## src/rtl/core/wspd_pkg.sv

```systemverilog
`default_nettype none

package wspd_pkg;

  localparam int unsigned WordW     = 16;
  localparam int unsigned HistDepth = 12;
  localparam int unsigned WinLen    = 8;
  localparam int unsigned WinIdxW   = 3;
  localparam int unsigned LenW      = 5;

  localparam logic [LenW-1:0] FullLength  = LenW'(20);
  localparam logic [LenW-1:0] StartLength = LenW'(8);

  localparam logic [WordW-1:0] Marker   = 16'h8000;
  localparam logic [WordW-1:0] StartMid = 16'h0001;
  localparam logic [WordW-1:0] AllOnes  = 16'hFFFF;
  localparam logic [WordW-1:0] K1HdrLo  = 16'h9000;
  localparam logic [WordW-1:0] K1HdrHi  = 16'h9FFF;
  localparam logic [WordW-1:0] K1SubLo  = 16'hA000;
  localparam logic [WordW-1:0] K1SubHi  = 16'hAFFF;
  localparam logic [WordW-1:0] K1TrlLo  = 16'hF000;
  localparam logic [WordW-1:0] K1TrlHi  = 16'hFFFF;
  localparam logic [WordW-1:0] K1EndLo  = 16'hE000;
  localparam logic [WordW-1:0] K1EndHi  = 16'hEFFF;

  // One queued command: either a single in-packet word (in words[0])
  // or a start burst of the eight window words.
  typedef struct packed {
    logic [WinLen-1:0][WordW-1:0] words;
    logic                         burst;
    logic                         kind;
    logic                         last;
    logic                         cut;
  } cmd_t;

endpackage

`default_nettype wire

```

## src/rtl/core/wspd_in_if.sv

```systemverilog
`default_nettype none

interface wspd_in_if;
  logic        valid;
  logic        ready;
  logic [15:0] data_word;
  logic        stream_end;

  modport source (output valid, output data_word, output stream_end, input ready);
  modport sink   (input valid, input data_word, input stream_end, output ready);
endinterface

`default_nettype wire

```

## src/rtl/core/wspd_out_if.sv

```systemverilog
`default_nettype none

interface wspd_out_if;
  logic        valid;
  logic        ready;
  logic [15:0] out_word;
  logic        first_word;
  logic        last_word;
  logic        packet_kind;
  logic        cut_short;

  modport source (output valid, output out_word, output first_word, output last_word,
                  output packet_kind, output cut_short, input ready);
  modport sink   (input valid, input out_word, input first_word, input last_word,
                  input packet_kind, input cut_short, output ready);
endinterface

`default_nettype wire

```

## src/rtl/core/word_stream_packet_delimiter.sv

```systemverilog
// A word that yields output is written into the command queue, then loaded into the output
// register and presented on out_o once that register is empty or being taken.
// Throughput: one input transaction per cycle; a packet start yields eight results that drain
// one per cycle from the back end while out_o.ready is high, so input stalls once the command
// queue is full. Output rate is one result per cycle while out_o.ready is high, bounded by the single output register.
// Reset (rst_ni, async active low): search mode, window zeroed, queue and output empty.
`default_nettype none

module word_stream_packet_delimiter #(
  parameter int unsigned QUEUE_DEPTH = 4
) (
  input  wire logic clk_i,
  input  wire logic rst_ni,
  wspd_in_if.sink   in_i,
  wspd_out_if.source out_o
);

  // front -> queue
  logic           push;
  wspd_pkg::cmd_t push_cmd;
  logic           full;

  // queue -> back
  logic           head_valid;
  wspd_pkg::cmd_t head_cmd;
  logic           pop;

  // Front: shifts words into the history, detects starts and trailers,
  // and emits one command per transaction that produces output.
  wspd_front u_front (
    .clk_i  (clk_i),
    .rst_ni (rst_ni),
    .in_i   (in_i),
    .full_i (full),
    .push_o (push),
    .cmd_o  (push_cmd)
  );

  // Short command queue decoupling the classifier from the result sequencer.
  wspd_queue #(
    .DEPTH (QUEUE_DEPTH)
  ) u_queue (
    .clk_i        (clk_i),
    .rst_ni       (rst_ni),
    .push_i       (push),
    .cmd_i        (push_cmd),
    .full_o       (full),
    .pop_i        (pop),
    .head_valid_o (head_valid),
    .head_o       (head_cmd)
  );

  // Back: expands start bursts into eight results, passes single words,
  // and holds each result in an output register until taken.
  wspd_back u_back (
    .clk_i        (clk_i),
    .rst_ni       (rst_ni),
    .head_valid_i (head_valid),
    .head_i       (head_cmd),
    .pop_o        (pop),
    .out_o        (out_o)
  );

endmodule

`default_nettype wire

```

## src/rtl/core/wspd_front.sv

```systemverilog
`default_nettype none

module wspd_front (
  input  wire logic         clk_i,
  input  wire logic         rst_ni,
  wspd_in_if.sink           in_i,
  input  wire logic         full_i,
  output logic              push_o,
  output wspd_pkg::cmd_t    cmd_o
);

  localparam logic [1:0] ModeSearch = 2'd0;
  localparam logic [1:0] ModeKind0  = 2'd1;
  localparam logic [1:0] ModeKind1  = 2'd2;

  logic [wspd_pkg::HistDepth-1:0][wspd_pkg::WordW-1:0] hist_q, hist_d, sh;
  logic [1:0]                    mode_q, mode_d;
  logic [wspd_pkg::LenW-1:0]     len_q, len_d, len_inc;
  logic                          accept;
  logic                          in_pkt, kind_cur, done, k0_start, k1_start;

  function automatic logic in_range(input logic [15:0] v, input logic [15:0] lo,
                                    input logic [15:0] hi);
    in_range = (v >= lo) && (v <= hi);
  endfunction

  assign in_i.ready = !full_i;
  assign accept     = in_i.valid && !full_i;

  // newest word at the top; "k back" is sh[12-k]
  assign sh = {in_i.data_word, hist_q[wspd_pkg::HistDepth-1:1]};

  always_comb begin
    in_pkt   = (mode_q == ModeKind0) || (mode_q == ModeKind1);
    kind_cur = (mode_q == ModeKind1);
    len_inc  = (len_q < wspd_pkg::FullLength) ? len_q + 1'b1 : wspd_pkg::FullLength;

    if (kind_cur) begin
      // 8..5 back in the F range, 4..2 back in the E range
      done = in_range(sh[4],  wspd_pkg::K1TrlLo, wspd_pkg::K1TrlHi) &&
             in_range(sh[5],  wspd_pkg::K1TrlLo, wspd_pkg::K1TrlHi) &&
             in_range(sh[6],  wspd_pkg::K1TrlLo, wspd_pkg::K1TrlHi) &&
             in_range(sh[7],  wspd_pkg::K1TrlLo, wspd_pkg::K1TrlHi) &&
             in_range(sh[8],  wspd_pkg::K1EndLo, wspd_pkg::K1EndHi) &&
             in_range(sh[9],  wspd_pkg::K1EndLo, wspd_pkg::K1EndHi) &&
             in_range(sh[10], wspd_pkg::K1EndLo, wspd_pkg::K1EndHi);
    end else begin
      done = (len_inc == wspd_pkg::FullLength) &&
             (sh[0] == wspd_pkg::Marker) && (sh[1] == wspd_pkg::Marker) &&
             (sh[2] == wspd_pkg::AllOnes) && (sh[3] == wspd_pkg::Marker);
    end

    // window word i is sh[4+i]
    k0_start = (sh[9] == wspd_pkg::Marker) && (sh[10] == wspd_pkg::StartMid) &&
               (sh[11] == wspd_pkg::Marker);
    k1_start = in_range(sh[4],  wspd_pkg::K1HdrLo, wspd_pkg::K1HdrHi) &&
               in_range(sh[5],  wspd_pkg::K1HdrLo, wspd_pkg::K1HdrHi) &&
               in_range(sh[6],  wspd_pkg::K1HdrLo, wspd_pkg::K1HdrHi) &&
               in_range(sh[7],  wspd_pkg::K1HdrLo, wspd_pkg::K1HdrHi) &&
               in_range(sh[8],  wspd_pkg::K1SubLo, wspd_pkg::K1SubHi) &&
               in_range(sh[9],  wspd_pkg::K1SubLo, wspd_pkg::K1SubHi) &&
               in_range(sh[10], wspd_pkg::K1SubLo, wspd_pkg::K1SubHi);

    hist_d = hist_q;
    mode_d = mode_q;
    len_d  = len_q;
    push_o = 1'b0;
    cmd_o  = '0;

    if (in_pkt) begin
      cmd_o.words[0] = in_i.data_word;
      cmd_o.kind     = kind_cur;
      cmd_o.last     = done || in_i.stream_end;
      cmd_o.cut      = !done && in_i.stream_end;
      push_o         = accept;
      if (accept) begin
        if (done || in_i.stream_end) begin
          hist_d = '0;
          mode_d = ModeSearch;
          len_d  = '0;
        end else begin
          hist_d = sh;
          len_d  = len_inc;
        end
      end
    end else begin
      for (int i = 0; i < wspd_pkg::WinLen; i++) begin
        cmd_o.words[i] = sh[4+i];
      end
      cmd_o.burst = 1'b1;
      cmd_o.kind  = !k0_start;
      cmd_o.last  = in_i.stream_end;
      cmd_o.cut   = in_i.stream_end;
      push_o      = accept && (k0_start || k1_start);
      if (accept) begin
        if (in_i.stream_end) begin
          hist_d = '0;
          mode_d = ModeSearch;
          len_d  = '0;
        end else begin
          hist_d = sh;
          if (k0_start) begin
            mode_d = ModeKind0;
            len_d  = wspd_pkg::StartLength;
          end else if (k1_start) begin
            mode_d = ModeKind1;
            len_d  = wspd_pkg::StartLength;
          end
        end
      end
    end
  end

  always_ff @(posedge clk_i or negedge rst_ni) begin
    if (!rst_ni) begin
      hist_q <= '0;
      mode_q <= ModeSearch;
      len_q  <= '0;
    end else begin
      hist_q <= hist_d;
      mode_q <= mode_d;
      len_q  <= len_d;
    end
  end

endmodule

`default_nettype wire

```

## src/rtl/core/wspd_queue.sv

```systemverilog
`default_nettype none

module wspd_queue #(
  parameter int unsigned DEPTH = 4
) (
  input  wire logic            clk_i,
  input  wire logic            rst_ni,
  input  wire logic            push_i,
  input  wire wspd_pkg::cmd_t  cmd_i,
  output logic                 full_o,
  input  wire logic            pop_i,
  output logic                 head_valid_o,
  output wspd_pkg::cmd_t       head_o
);

  localparam int unsigned PtrW = (DEPTH > 1) ? $clog2(DEPTH) : 1;
  localparam int unsigned CntW = $clog2(DEPTH + 1);

  wspd_pkg::cmd_t  slot_q [DEPTH];
  logic [PtrW-1:0] wr_q, wr_d, rd_q, rd_d;
  logic [CntW-1:0] cnt_q, cnt_d;
  logic            do_push, do_pop;

  assign full_o       = (cnt_q == CntW'(DEPTH));
  assign head_valid_o = (cnt_q != '0);
  assign head_o       = slot_q[rd_q];
  assign do_push      = push_i && !full_o;
  assign do_pop       = pop_i && head_valid_o;

  always_comb begin
    wr_d  = wr_q;
    rd_d  = rd_q;
    cnt_d = cnt_q;
    if (do_push) begin
      wr_d = (wr_q == PtrW'(DEPTH - 1)) ? '0 : wr_q + 1'b1;
    end
    if (do_pop) begin
      rd_d = (rd_q == PtrW'(DEPTH - 1)) ? '0 : rd_q + 1'b1;
    end
    if (do_push && !do_pop) begin
      cnt_d = cnt_q + 1'b1;
    end else if (!do_push && do_pop) begin
      cnt_d = cnt_q - 1'b1;
    end
  end

  always_ff @(posedge clk_i or negedge rst_ni) begin
    if (!rst_ni) begin
      wr_q  <= '0;
      rd_q  <= '0;
      cnt_q <= '0;
    end else begin
      wr_q  <= wr_d;
      rd_q  <= rd_d;
      cnt_q <= cnt_d;
    end
  end

  always_ff @(posedge clk_i) begin
    if (do_push) begin
      slot_q[wr_q] <= cmd_i;
    end
  end

endmodule

`default_nettype wire

```

## src/rtl/core/wspd_back.sv

```systemverilog
`default_nettype none

module wspd_back (
  input  wire logic            clk_i,
  input  wire logic            rst_ni,
  input  wire logic            head_valid_i,
  input  wire wspd_pkg::cmd_t  head_i,
  output logic                 pop_o,
  wspd_out_if.source           out_o
);

  logic [wspd_pkg::WinIdxW-1:0] idx_q, idx_d;
  logic                         ovalid_q, ovalid_d;
  logic [wspd_pkg::WordW-1:0]   word_q, word_d;
  logic                         first_q, first_d, last_q, last_d;
  logic                         kind_q, kind_d, cut_q, cut_d;
  logic                         load, tail;

  assign load = head_valid_i && (!ovalid_q || out_o.ready);
  assign tail = !head_i.burst || (idx_q == wspd_pkg::WinIdxW'(wspd_pkg::WinLen - 1));
  assign pop_o = load && tail;

  always_comb begin
    idx_d    = idx_q;
    ovalid_d = ovalid_q;
    word_d   = word_q;
    first_d  = first_q;
    last_d   = last_q;
    kind_d   = kind_q;
    cut_d    = cut_q;
    if (load) begin
      ovalid_d = 1'b1;
      word_d   = head_i.burst ? head_i.words[idx_q] : head_i.words[0];
      first_d  = head_i.burst && (idx_q == '0);
      last_d   = tail && head_i.last;
      cut_d    = tail && head_i.cut;
      kind_d   = head_i.kind;
      idx_d    = tail ? '0 : idx_q + 1'b1;
    end else if (out_o.ready) begin
      ovalid_d = 1'b0;
    end
  end

  always_ff @(posedge clk_i or negedge rst_ni) begin
    if (!rst_ni) begin
      idx_q    <= '0;
      ovalid_q <= 1'b0;
    end else begin
      idx_q    <= idx_d;
      ovalid_q <= ovalid_d;
    end
  end

  always_ff @(posedge clk_i) begin
    word_q  <= word_d;
    first_q <= first_d;
    last_q  <= last_d;
    kind_q  <= kind_d;
    cut_q   <= cut_d;
  end

  assign out_o.valid       = ovalid_q;
  assign out_o.out_word    = word_q;
  assign out_o.first_word  = first_q;
  assign out_o.last_word   = last_q;
  assign out_o.packet_kind = kind_q;
  assign out_o.cut_short   = cut_q;

endmodule

`default_nettype wire

```

## src/flat_wrapper.sv

```systemverilog
// flat-port wrapper written by rule: the top's interface ports become plain ports
module word_stream_packet_delimiter_flat 
#(
  parameter int unsigned QUEUE_DEPTH = 4
)
  (clk_i, rst_ni, in_i_valid, in_i_data_word, in_i_stream_end, in_i_ready, out_o_valid, out_o_out_word, out_o_first_word, out_o_last_word, out_o_packet_kind, out_o_cut_short, out_o_ready);
  wspd_in_if in_i_i ();
  wspd_out_if out_o_i ();
  input  wire logic clk_i;
  input  wire logic rst_ni;
  input wire logic [$bits(in_i_i.valid)-1:0] in_i_valid;
  input wire logic [$bits(in_i_i.data_word)-1:0] in_i_data_word;
  input wire logic [$bits(in_i_i.stream_end)-1:0] in_i_stream_end;
  output wire logic [$bits(in_i_i.ready)-1:0] in_i_ready;
  output wire logic [$bits(out_o_i.valid)-1:0] out_o_valid;
  output wire logic [$bits(out_o_i.out_word)-1:0] out_o_out_word;
  output wire logic [$bits(out_o_i.first_word)-1:0] out_o_first_word;
  output wire logic [$bits(out_o_i.last_word)-1:0] out_o_last_word;
  output wire logic [$bits(out_o_i.packet_kind)-1:0] out_o_packet_kind;
  output wire logic [$bits(out_o_i.cut_short)-1:0] out_o_cut_short;
  input wire logic [$bits(out_o_i.ready)-1:0] out_o_ready;
  assign in_i_i.valid = in_i_valid;
  assign in_i_i.data_word = in_i_data_word;
  assign in_i_i.stream_end = in_i_stream_end;
  assign in_i_ready = in_i_i.ready;
  assign out_o_valid = out_o_i.valid;
  assign out_o_out_word = out_o_i.out_word;
  assign out_o_first_word = out_o_i.first_word;
  assign out_o_last_word = out_o_i.last_word;
  assign out_o_packet_kind = out_o_i.packet_kind;
  assign out_o_cut_short = out_o_i.cut_short;
  assign out_o_i.ready = out_o_ready;
  word_stream_packet_delimiter #(.QUEUE_DEPTH(QUEUE_DEPTH)) u_core (.clk_i(clk_i), .rst_ni(rst_ni), .in_i(in_i_i), .out_o(out_o_i));
endmodule
```

## config.mk

```make
export PLATFORM = sky130hd
export DESIGN_NAME = word_stream_packet_delimiter_flat
export DESIGN_NICKNAME = d
export VERILOG_FILES = /design/src/rtl/core/wspd_pkg.sv /design/src/rtl/core/wspd_in_if.sv /design/src/rtl/core/wspd_out_if.sv /design/src/rtl/core/word_stream_packet_delimiter.sv /design/src/rtl/core/wspd_front.sv /design/src/rtl/core/wspd_queue.sv /design/src/rtl/core/wspd_back.sv /design/src/flat_wrapper.sv
export SDC_FILE = /design/constraint.sdc
export NUM_CORES = 1
export LEC_CHECK = 0
export ABC_AREA = 1
export BUFFER_PORTS_ARGS = -buffer_cell sky130_fd_sc_hd__buf_2
export CORE_ASPECT_RATIO = 1.4
export CORE_MARGIN = 3
export CORE_UTILIZATION = 30
export CTS_CLUSTER_DIAMETER = 200
export CTS_CLUSTER_SIZE = 28
export DETAILED_ROUTE_END_ITERATION = 7
export PLACE_DENSITY = 0.52
export SLEW_MARGIN = 20
export SYNTH_ARGS = -nofsm -noshare
export SYNTH_HDL_FRONTEND = slang
export SYNTH_SLANG_ARGS = --single-unit
```

## constraint.sdc

```tcl
create_clock -name clk_i -period 16.6 [get_ports clk_i]
set_input_delay 0.83 -clock clk_i [delete_from_list [all_inputs] [get_ports clk_i]]
set_output_delay 0.83 -clock clk_i [all_outputs]
set_load 0.05 [all_outputs]
```

==> impl_metrics.toml, run 1 <==
[critical_path]
cp.required_ps = 16990
r2r_start = "u_core.u_queue.rd_q[0]"
worst-path-max-fanout = 101
crit_arrival_ps = 4090
reg2reg_depth = 9
reg2reg_slack_ps = 12900
crit_path_start_kind = "flip-flop"
reg2reg_to = "u_core.u_back.out_o.out_word[13]"
end_kind = "flip-flop"
path_class = "flip-flop to flip-flop"

[clock_network]
hold_buffers = 0
cts.repair.resized = 0
cts.sinks = 742
cts_made_buffers = 30
post-cts-setup-buffers = 0
cts.path.max_buffers = 3
cts.htree.levels = 1
clkLatencyLatePin_ps = 650
root_buffer = "clkbuf_16"
clkTransAtPathRegs_ps = 120
cts_tree = "done"

[sta]
final-setup-viol-count = 0
period_share_pct = 22.3
post-route-min-period_ps = 3700
tightest_slew_ps = 1050
max_freq_ghz = 0.270
tns_ps = 0
rsz0062_at_grt = "false"
hold_violations = 0
slew_headroom_pct = 29.3
finalMaxSlewViolations = 0
finalClockSkew_ps = 25.3

[placement]
dpl.hpwl_um = 54700
gp_routability_congestion = 0.792
placedInstanceArea_um2 = 33200
portBuffers = 42
place_inst = 4344

[floorplan]
initial_core_util_pct = 30.4
row_count = 140
dieArea_um2 = 110000
ioPinCount = 43
die_x_um = 281
core_area_um2 = 105000
die_h_um = 391

[pwr]
powerDensity_nw_per_um2 = 151
seq_power_share_pct = 46.6
p_leak_uw = 0.0143
p_int_uw = 3070
p_comb_share_pct = 35.4
vdd_drop_max_uv = 104
netSwitchingPower_uw = 2080
clkPwrFrac_pct = 18.0
swShare_pct = 40.4

[synthesis]
mappedNetlistArea_um2 = 31800
ys_warn_count = 0
synth.ff_latch_count = 742
synth.distinct_cells = 31
syn-num-nets = 3153
synthCells = 3120
syn_avg_cell_area_um2 = 10.2
synth-seq-area-share_pct = 67.0

[finish]
finish.instance_area_um2 = 34000
final_cell_mix = "1155 x nand2_1, 548 x edfxtp_1, 362 x nand3_1"
areaGrowthSynthToFinish_pct = 7.01
final_cell_count_no_fill = 4400
nNetsFinal = 3060
antennaDiodeCount = 0
drive_above_1_share_pct = 4.62
layout_commonest_cell = "nand2_1"

[grt]
grt_max_degree = 160
first_global_vias = 21413
gr-total-overflow = 0
grt_pass1_wl_um = 137000
track_usage_pct = 16.2
antenna_found_initial = 1

[routing]
drt_wl_total_um = 90200
dr.pass1.iters = 5
drc = 0
vias_per_cell = 4.95
ant_nets = 0
via_count = 21781
drt-initial-drc-count = 1815
routedWlPerCell_um = 20.5

[hold_path]
hold_path.class = "input pin to async pin"

[status]
run_status = "finished, final reports clean"

[run]
cap_violations = 0
[through the flow]
stage / hold WS, ps / util [%] / worst slack [ps] / total power (uW)
4_1_cts: 108 / 32.5 / 12810 / 5230
2_1_floorplan: 442 / - / 8940 / 3640
6_report: 131 / 32.5 / 12900 / 5150
3_5_place_dp: 463 / 31.7 / 12500 / 4310
5_1_grt: 143 / 32.5 / 12670 / 5480
3_3_place_gp: 455 / 31.7 / 12470 / 4310
[how the worst max path moves through the flow]
stage	startpoint	to	slack [ps]
3_5_place_dp	in_i_data_word[2]	u_core.u_queue.slot_q[3][62]	12500
6_report	u_core.u_queue.rd_q[0]	u_core.u_back.out_o.out_word[13]	12900
5_1_grt	u_core.u_queue.rd_q[0]	u_core.u_back.out_o.out_word[13]	12670
3_3_place_gp	in_i_data_word[2]	u_core.u_queue.slot_q[3][46]	12470
2_1_floorplan	in_i_data_word[6]	u_core.u_queue.slot_q[0][0]	8940
4_1_cts	u_core.u_front.hist_q[171]	u_core.u_queue.slot_q[3][126]	12810
[synth_stat cells]
master    instances  share of area, %
a21oi_1          44              0.69
a31oi_1           1             0.020
buf_1            50              0.59
buf_2            71               1.1
buf_4             7              0.17
buf_6            15              0.53
clkbuf_1         64              0.76
clkinv_1          1             0.012
dfrtp_1         194                15
edfxtp_1        548                52
fa_1              1             0.063
ha_1             11              0.43
inv_1           160               1.9
inv_2             5             0.059
nand2_1        1156                14
nand2_2           3             0.059
nand3_1         362               5.7
nand3_2           2             0.063
nand4_1         189               3.7
nor2_1          129               1.5
nor2_2            2             0.039
nor3_1            3             0.047
nor3_2            1             0.031
o211ai_1         12              0.28
o21ai_0          50              0.79
o21ai_1          15              0.24
o22ai_1           7              0.14
o31ai_1          12              0.28
or2_2             2             0.039
xnor2_1           1             0.028
xor2_1            2             0.055
[final cells by class]
class | instances | area, um2
clock buffers | 55 | 866
clock inverters | 1 | 16.3
fillers | 10493 | 70500
inverters | 166 | 643
multi-input cells | 2005 | 8940
flip-flops and latches | 742 | 21300
well taps | 1349 | 1690
repair buffers | 82 | 558
[critical path: stages, from the launching register on]
cell      delay (ps)
dfrtp_4          710
inv_8            490
buf_4            540
buf_4            560
nand2_1          100
nand3_1           90
nand3_1           80
a21oi_1          300
o211ai_1         130
o21ai_0          240
[power by group through the flow]
stage                     Sequential (uW)  Combinational (uW)  Clock, uW
after CTS                            2410                1860        952
after detailed placement             2450                1860          0
after global placement               2450                1850          0
after global routing                 2430                2040       1010
after floorplan                      2480                1160          0
final                                2400                1820        927
[routing by layer]
metal  vias to the layer above  track usage (%)  part of all wire (%)
met5                         -                0                 0.014
met4                         2             3.83                   2.1
met3                        89             1.32                   4.0
met2                       460             28.6                    50
met1                     10875             21.7                    44
li1                      10355                -                     -
[cell families after synthesis]
family	share of synthesized area (%)
AOI/OAI and AO/OA	2.44
adders and majority gates	0.496
xor gates and xnor gates	0.0826
DFF	67.0
buffers and inverters	5.12
and+or+nand+nor	24.9
[flip-flops by register name, indices dropped and copies added, names as in the netlist]
register,flops
u_core.u_queue.rd_q,2
u_core.u_back.out_o.packet_kind,1
u_core.u_back.idx_q,3
u_core.u_back.out_o.cut_short,1
u_core.u_queue.slot_q,528
u_core.u_back.out_o.last_word,1
u_core.u_queue.cnt_q,3
u_core.u_front.len_q,5
u_core.u_queue.wr_q,2
u_core.u_front.mode_q,2
u_core.u_front.hist_q,176
u_core.u_back.out_o.first_word,1
u_core.u_back.out_o.out_word,16
u_core.u_back.out_o.valid,1
(Power assumes the default switching activity.)
==> run 2: changes to the inputs <==
==> constraint.sdc (replaced) <==
create_clock -name clk_i -period 3.6 [get_ports clk_i]
set_input_delay 0.18 -clock clk_i [delete_from_list [all_inputs] [get_ports clk_i]]
set_output_delay 0.18 -clock clk_i [all_outputs]
set_load 0.05 [all_outputs]
==> impl_metrics.toml, run 2 (same netlist as run 1, synthesis figures left out) <==
[critical_path]
cp.required_ps = 4140
crit_arrival_ps = 3470
r2r_start = "u_core.u_front.hist_q[175]"
crit_path_start_kind = "flip-flop"
crit_start = "u_core.u_front.hist_q[175]"
worst-path-max-fanout = 6
path_class = "flip-flop to flip-flop"
end_kind = "flip-flop"

[sta]
tns_ps = 0
setup_slack_ps = 666
final-setup-viol-count = 0
rsz0062_at_grt = "false"
post-route-min-period_ps = 2930
hold_slack_ps = 73.9
slew_headroom_pct = 27.4
tightest_slew_ps = 1090
finalClockSkew_ps = 51.7
max_freq_ghz = 0.341
hold_violations = 0
finalMaxSlewViolations = 0
period_share_pct = 81.5

[clock_network]
post-cts-setup-buffers = 0
root_buffer = "clkbuf_16"
clkLatencyLatePin_ps = 660
cts_tree = "done"
cts_made_buffers = 30
clkTransAtPathRegs_ps = 110
cts.repair.resized = 0
hold_buffers = 19
cts.htree.levels = 1
cts.sinks = 742
cts.path.max_buffers = 3

[placement]
portBuffers = 42
dpl.hpwl_um = 56500
gp_routability_congestion = 0.795
placedInstanceArea_um2 = 33700
place_ws_ps = 696

[finish]
drive_above_1_share_pct = 5.67
largest_register = "u_core.u_queue.slot_q"
finish.instance_area_um2 = 34800
nNetsFinal = 3112
areaGrowthSynthToFinish_pct = 9.43
fillers = 10462
largest_reg_flops = 528
final_cell_mix = "1154 x nand2_1, 548 x edfxtp_1, 361 x nand3_1"
layout_commonest_cell = "nand2_1"

[routing]
via_count = 22083
drc = 0
dr.pass1.iters = 6
vias_per_cell = 4.96
routedWlPerCell_um = 20.2
ant_nets = 0
drt-initial-drc-count = 1979
drt_wl_total_um = 90100

[floorplan]
dieArea_um2 = 110000
die_h_um = 391
ioPinCount = 43
die_x_um = 281
initial_core_util_pct = 30.4
core_area_um2 = 105000
row_count = 140

[run]
cap_violations = 0

[hold_path]
hold_path.class = "input pin to async pin"

[status]
run_status = "finished, final reports clean"

[pwr]
vdd_drop_max_uv = 785
p_leak_uw = 0.0146
power_uw = 24300
powerDensity_nw_per_um2 = 698

[grt]
grt_pass1_wl_um = 136000
antenna_found_initial = 3
gr-total-overflow = 0
grt_max_degree = 183
first_global_vias = 21522
track_usage_pct = 16.2
==> run 2: changes by cell type in the layout (fill, tap and decap cells not counted), sizes merged <==
cell | before | now
dlygate4sd3 | 0 | 19
diode | 0 | 3
buf | 82 | 115
inv | 166 | 165
clkinv | 1 | 2
==> run 2: worst max-delay path: stages (launching register included) <==
cell     delay, ps
dfrtp_1        480
inv_2           50
nor2_1         150
nand2_1         70
nor2_1          80
nand3_1         70
nor2_1         130
nand2_1        130
nand3_1        250
nand2_4        160
inv_1          140
ha_1           150
inv_1           70
fa_1           450
a21oi_1        160
o21ai_0        130
xor2_1         170
==> run 2: power by group <==
group          internal [uW]  leakage (uW)  switching [uW]
combinational           2370       0.00648            6730
sequential             10400       0.00772             472
clock                   1660      0.000418            2620
==> run 2: path summary, 6_finish.rpt <==
check	end	slack, ps	depth (start not counted)
worst max-delay path	u_core.u_queue.cnt_q[2]	670	16
worst min-delay path	u_core.u_front.hist_q[20]	70	2
worst max register to register	u_core.u_queue.cnt_q[2]	670	16
worst min register to register	u_core.u_front.hist_q[22]	490	2
max in group asynchronous	u_core.u_front.hist_q[60]	2550	3
min in group clk_i	u_core.u_queue.wr_q[1]	130	6
==> run 2: layer usage <==
| layer | wire [um] | global-route usage (%) | vias to the layer above |
|---|---|---|---|
| met5 | 0 | 0 | - |
| met4 | 3490 | 6.29 | 0 |
| met1 | 37200 | 20.3 | 10935 |
| met3 | 4370 | 2.12 | 133 |
| li1 | - | - | 10483 |
| met2 | 45000 | 28.2 | 532 |
==> run 2: per-stage QoR <==
step | instances | utilization [%]
after floorplan | 3120 | -
after global placement | 4377 | 32.2
after detailed placement | 4377 | 32.2
after CTS | 4452 | 33.3
after global routing | 4453 | 33.3
final | 4455 | 33.3
==> run 2: layout make-up <==
type / count / area [um2] / area share, %
Timing Repair Buffer: 134 / 1300 / 3.72
Clock inverter: 1 / 16.3 / 0.0467
Sequential cell: 742 / 21300 / 61.3
Antenna cell: 3 / 7.51 / 0.0216
Tap cell: 1349 / 1690 / 4.85
Multi-Input combinational cell: 2005 / 8960 / 25.8
Inverter: 166 / 644 / 1.85
Clock buffer: 55 / 866 / 2.49
==> run 3: changes to the inputs <==
--- a/config.mk
+++ b/config.mk
@@ -13,7 +13,7 @@
 export CTS_CLUSTER_DIAMETER = 200
 export CTS_CLUSTER_SIZE = 28
 export DETAILED_ROUTE_END_ITERATION = 7
-export PLACE_DENSITY = 0.52
+export PLACE_DENSITY = 0.53
 export SLEW_MARGIN = 20
 export SYNTH_ARGS = -nofsm -noshare
 export SYNTH_HDL_FRONTEND = slang
==> constraint.sdc (replaced) <==
create_clock -name clk_i -period 2.58 [get_ports clk_i]
set_input_delay 0.129 -clock clk_i [delete_from_list [all_inputs] [get_ports clk_i]]
set_output_delay 0.129 -clock clk_i [all_outputs]
set_load 0.05 [all_outputs]
==> impl_metrics.toml, run 3 (same netlist as run 1, synthesis figures left out) <==
[status]
run_status = "finished, final reports clean"

[clock_network]
cts.sinks = 742
cts.htree.levels = 1
root_buffer = "clkbuf_16"
cts.path.max_buffers = 3
cts_tree = "done"
clkTransAtPathRegs_ps = 110
clkLatencyLatePin_ps = 650
cts_made_buffers = 30

[pwr]
netSwitchingPower_uw = 13400
powerDensity_nw_per_um2 = 945
p_comb_share_pct = 38.0
swShare_pct = 39.6
vdd_drop_max_uv = 896
p_int_uw = 20500
clkPwrFrac_pct = 17.5
p_leak_uw = 0.0153
seq_power_share_pct = 44.5

[grt]
grt_max_degree = 183
antenna_found_initial = 1
gr-total-overflow = 0
track_usage_pct = 15.9
first_global_vias = 21678
grt_pass1_wl_um = 136000

[floorplan]
dieArea_um2 = 110000
initial_core_util_pct = 30.4
row_count = 140
core_area_um2 = 105000
ioPinCount = 43
die_h_um = 391
die_x_um = 281

[critical_path]
path_class = "flip-flop to flip-flop"
cp.required_ps = 3110
cpPeakStageDelay_ps = 420
reg2reg_depth = 13
crit_arrival_ps = 3020
worstPathCellList = "nor3_1, nand2_1, nor2_2, nand3_2, nand3_4, nand2_4, inv_1, ha_1, inv_1, fa_1, a21oi_1, o21ai_0, xor2_1"
r2r_start = "u_core.u_front.hist_q[126]"
crit_path_start_kind = "flip-flop"
reg2reg_to = "u_core.u_queue.cnt_q[2]"
cpMaxStageDelayCell = "fa_1"
crit_top_cell = "inv_1"
end_kind = "flip-flop"
worst-path-max-fanout = 2
reg2reg_slack_ps = 90

[routing]
drt_wl_total_um = 89200
drt-initial-drc-count = 1922
vias_per_cell = 4.92
via_count = 22407
ant_nets = 0
routedWlPerCell_um = 19.6
drc = 0
dr.pass1.iters = 5

[finish]
multi_input_area_um2 = 9020
final_cell_mix = "1154 x nand2_1, 548 x edfxtp_1, 359 x nand3_1"
seq_area_um2 = 21300
areaGrowthSynthToFinish_pct = 13.0
nNetsFinal = 3217
layout_commonest_cell = "nand2_1"
drive_above_1_share_pct = 8.85
largest_reg_flops = 528
fillers = 10304
final_cell_count_no_fill = 4558
largest_register = "u_core.u_queue.slot_q"

[placement]
portBuffers = 42
dpl.hpwl_um = 55400
gp_routability_congestion = 0.793
place_inst = 4475

[hold_path]
hold_path.class = "input pin to flip-flop"
whs_endpoint = "u_core.u_queue.wr_q[0]"
hold_start = "in_i_valid"
worst_hold_path.num_cells = 7

[sta]
finalMaxSlewViolations = 0
hold_violations = 0
max_freq_ghz = 0.401
finalClockSkew_ps = 42.9
rsz0062_at_grt = "true"
tightest_slew_ps = 958
slew_headroom_pct = 35.5
post-route-min-period_ps = 2490
final-setup-viol-count = 0
hold_slack_ps = 108
period_share_pct = 96.6

[run]
cap_violations = 0
## run 3: cell types whose count changed in the layout (fill, tap and decap cells not counted), sizes merged
cell         change
inv              +1
nand2            +1
buf            +101
clkinv           -1
diode            -2
dlygate4sd3      +3
## run 3: cell type report
type,count,area share [%]
repair buffers,238,6.63
inverters,166,1.79
clock buffers,55,2.41
well taps,1349,4.70
clock inverters,1,0.0453
multi-input cells,2006,25.1
flip-flops and latches,742,59.3
diodes,1,0.00696
## run 3: repair_timing
action | 4_1_cts | 5_1_grt
buffers inserted | 0 | 2
hold buffers | 23 | 0
hold endpoints to repair | 293 | 0
setup endpoints to repair | 0 | 7
resized for setup | 0 | 8
## run 3: worst max path at each step
stage,to,slack (ps),from
after global routing,u_core.u_queue.cnt_q[2],-60,u_core.u_front.hist_q[187]
after floorplan,u_core.u_queue.slot_q[0][0],-950,u_core.u_front.hist_q[175]
after detailed placement,u_core.u_queue.cnt_q[2],9,u_core.u_front.hist_q[126]
final,u_core.u_queue.cnt_q[2],90,u_core.u_front.hist_q[126]
after CTS,u_core.u_queue.cnt_q[2],9,u_core.u_front.hist_q[126]
after global placement,u_core.u_queue.cnt_q[2],-10,u_core.u_front.hist_q[142]
## run 3: per-stage QoR
| step | TNS (ps) | power (uW) | util [%] | instance area, um2 | setup WS (ps) |
|---|---|---|---|---|---|
| final | 0 | 34000 | 34.4 | 35900 | 87.7 |
| after global routing | -61.9 | 36000 | 34.4 | 35900 | -61.9 |
| after CTS | 0 | 34300 | 34.3 | 35900 | 8.69 |
| after detailed placement | 0 | 28400 | 33.2 | 34700 | 9.39 |
| after global placement | -13.9 | 28300 | 33.2 | 34700 | -13.9 |
| after floorplan | -495920 | 23400 | - | 31900 | -950 |
## run 3: worst max-delay path: cells and delay by family, from the launching register on
kind            cells  cell delay [ps]
xor+xnor            1              150
simple gates        6              870
compound gates      2              260
buf+inv             2              140
flops               1              390
fa+ha+maj           2              560
## run 3: per-layer routing
layer,track usage (%),wire length (um),up-vias
met3,1.50,3360,94
li1,-,-,10681
met2,28.2,45100,466
met5,0,0,-
met1,20.9,38800,11166
met4,3.96,1950,0
## run 3: power groups by stage
| stage | combinational [uW] | sequential, uW | clock (uW) |
|---|---|---|---|
| floorplan | 7500 | 15900 | 0 |
| global placement | 12900 | 15400 | 0 |
| global route | 14200 | 15200 | 6500 |
| detailed placement | 13000 | 15400 | 0 |
| finish | 12900 | 15100 | 5940 |
| CTS | 13100 | 15100 | 6120 |
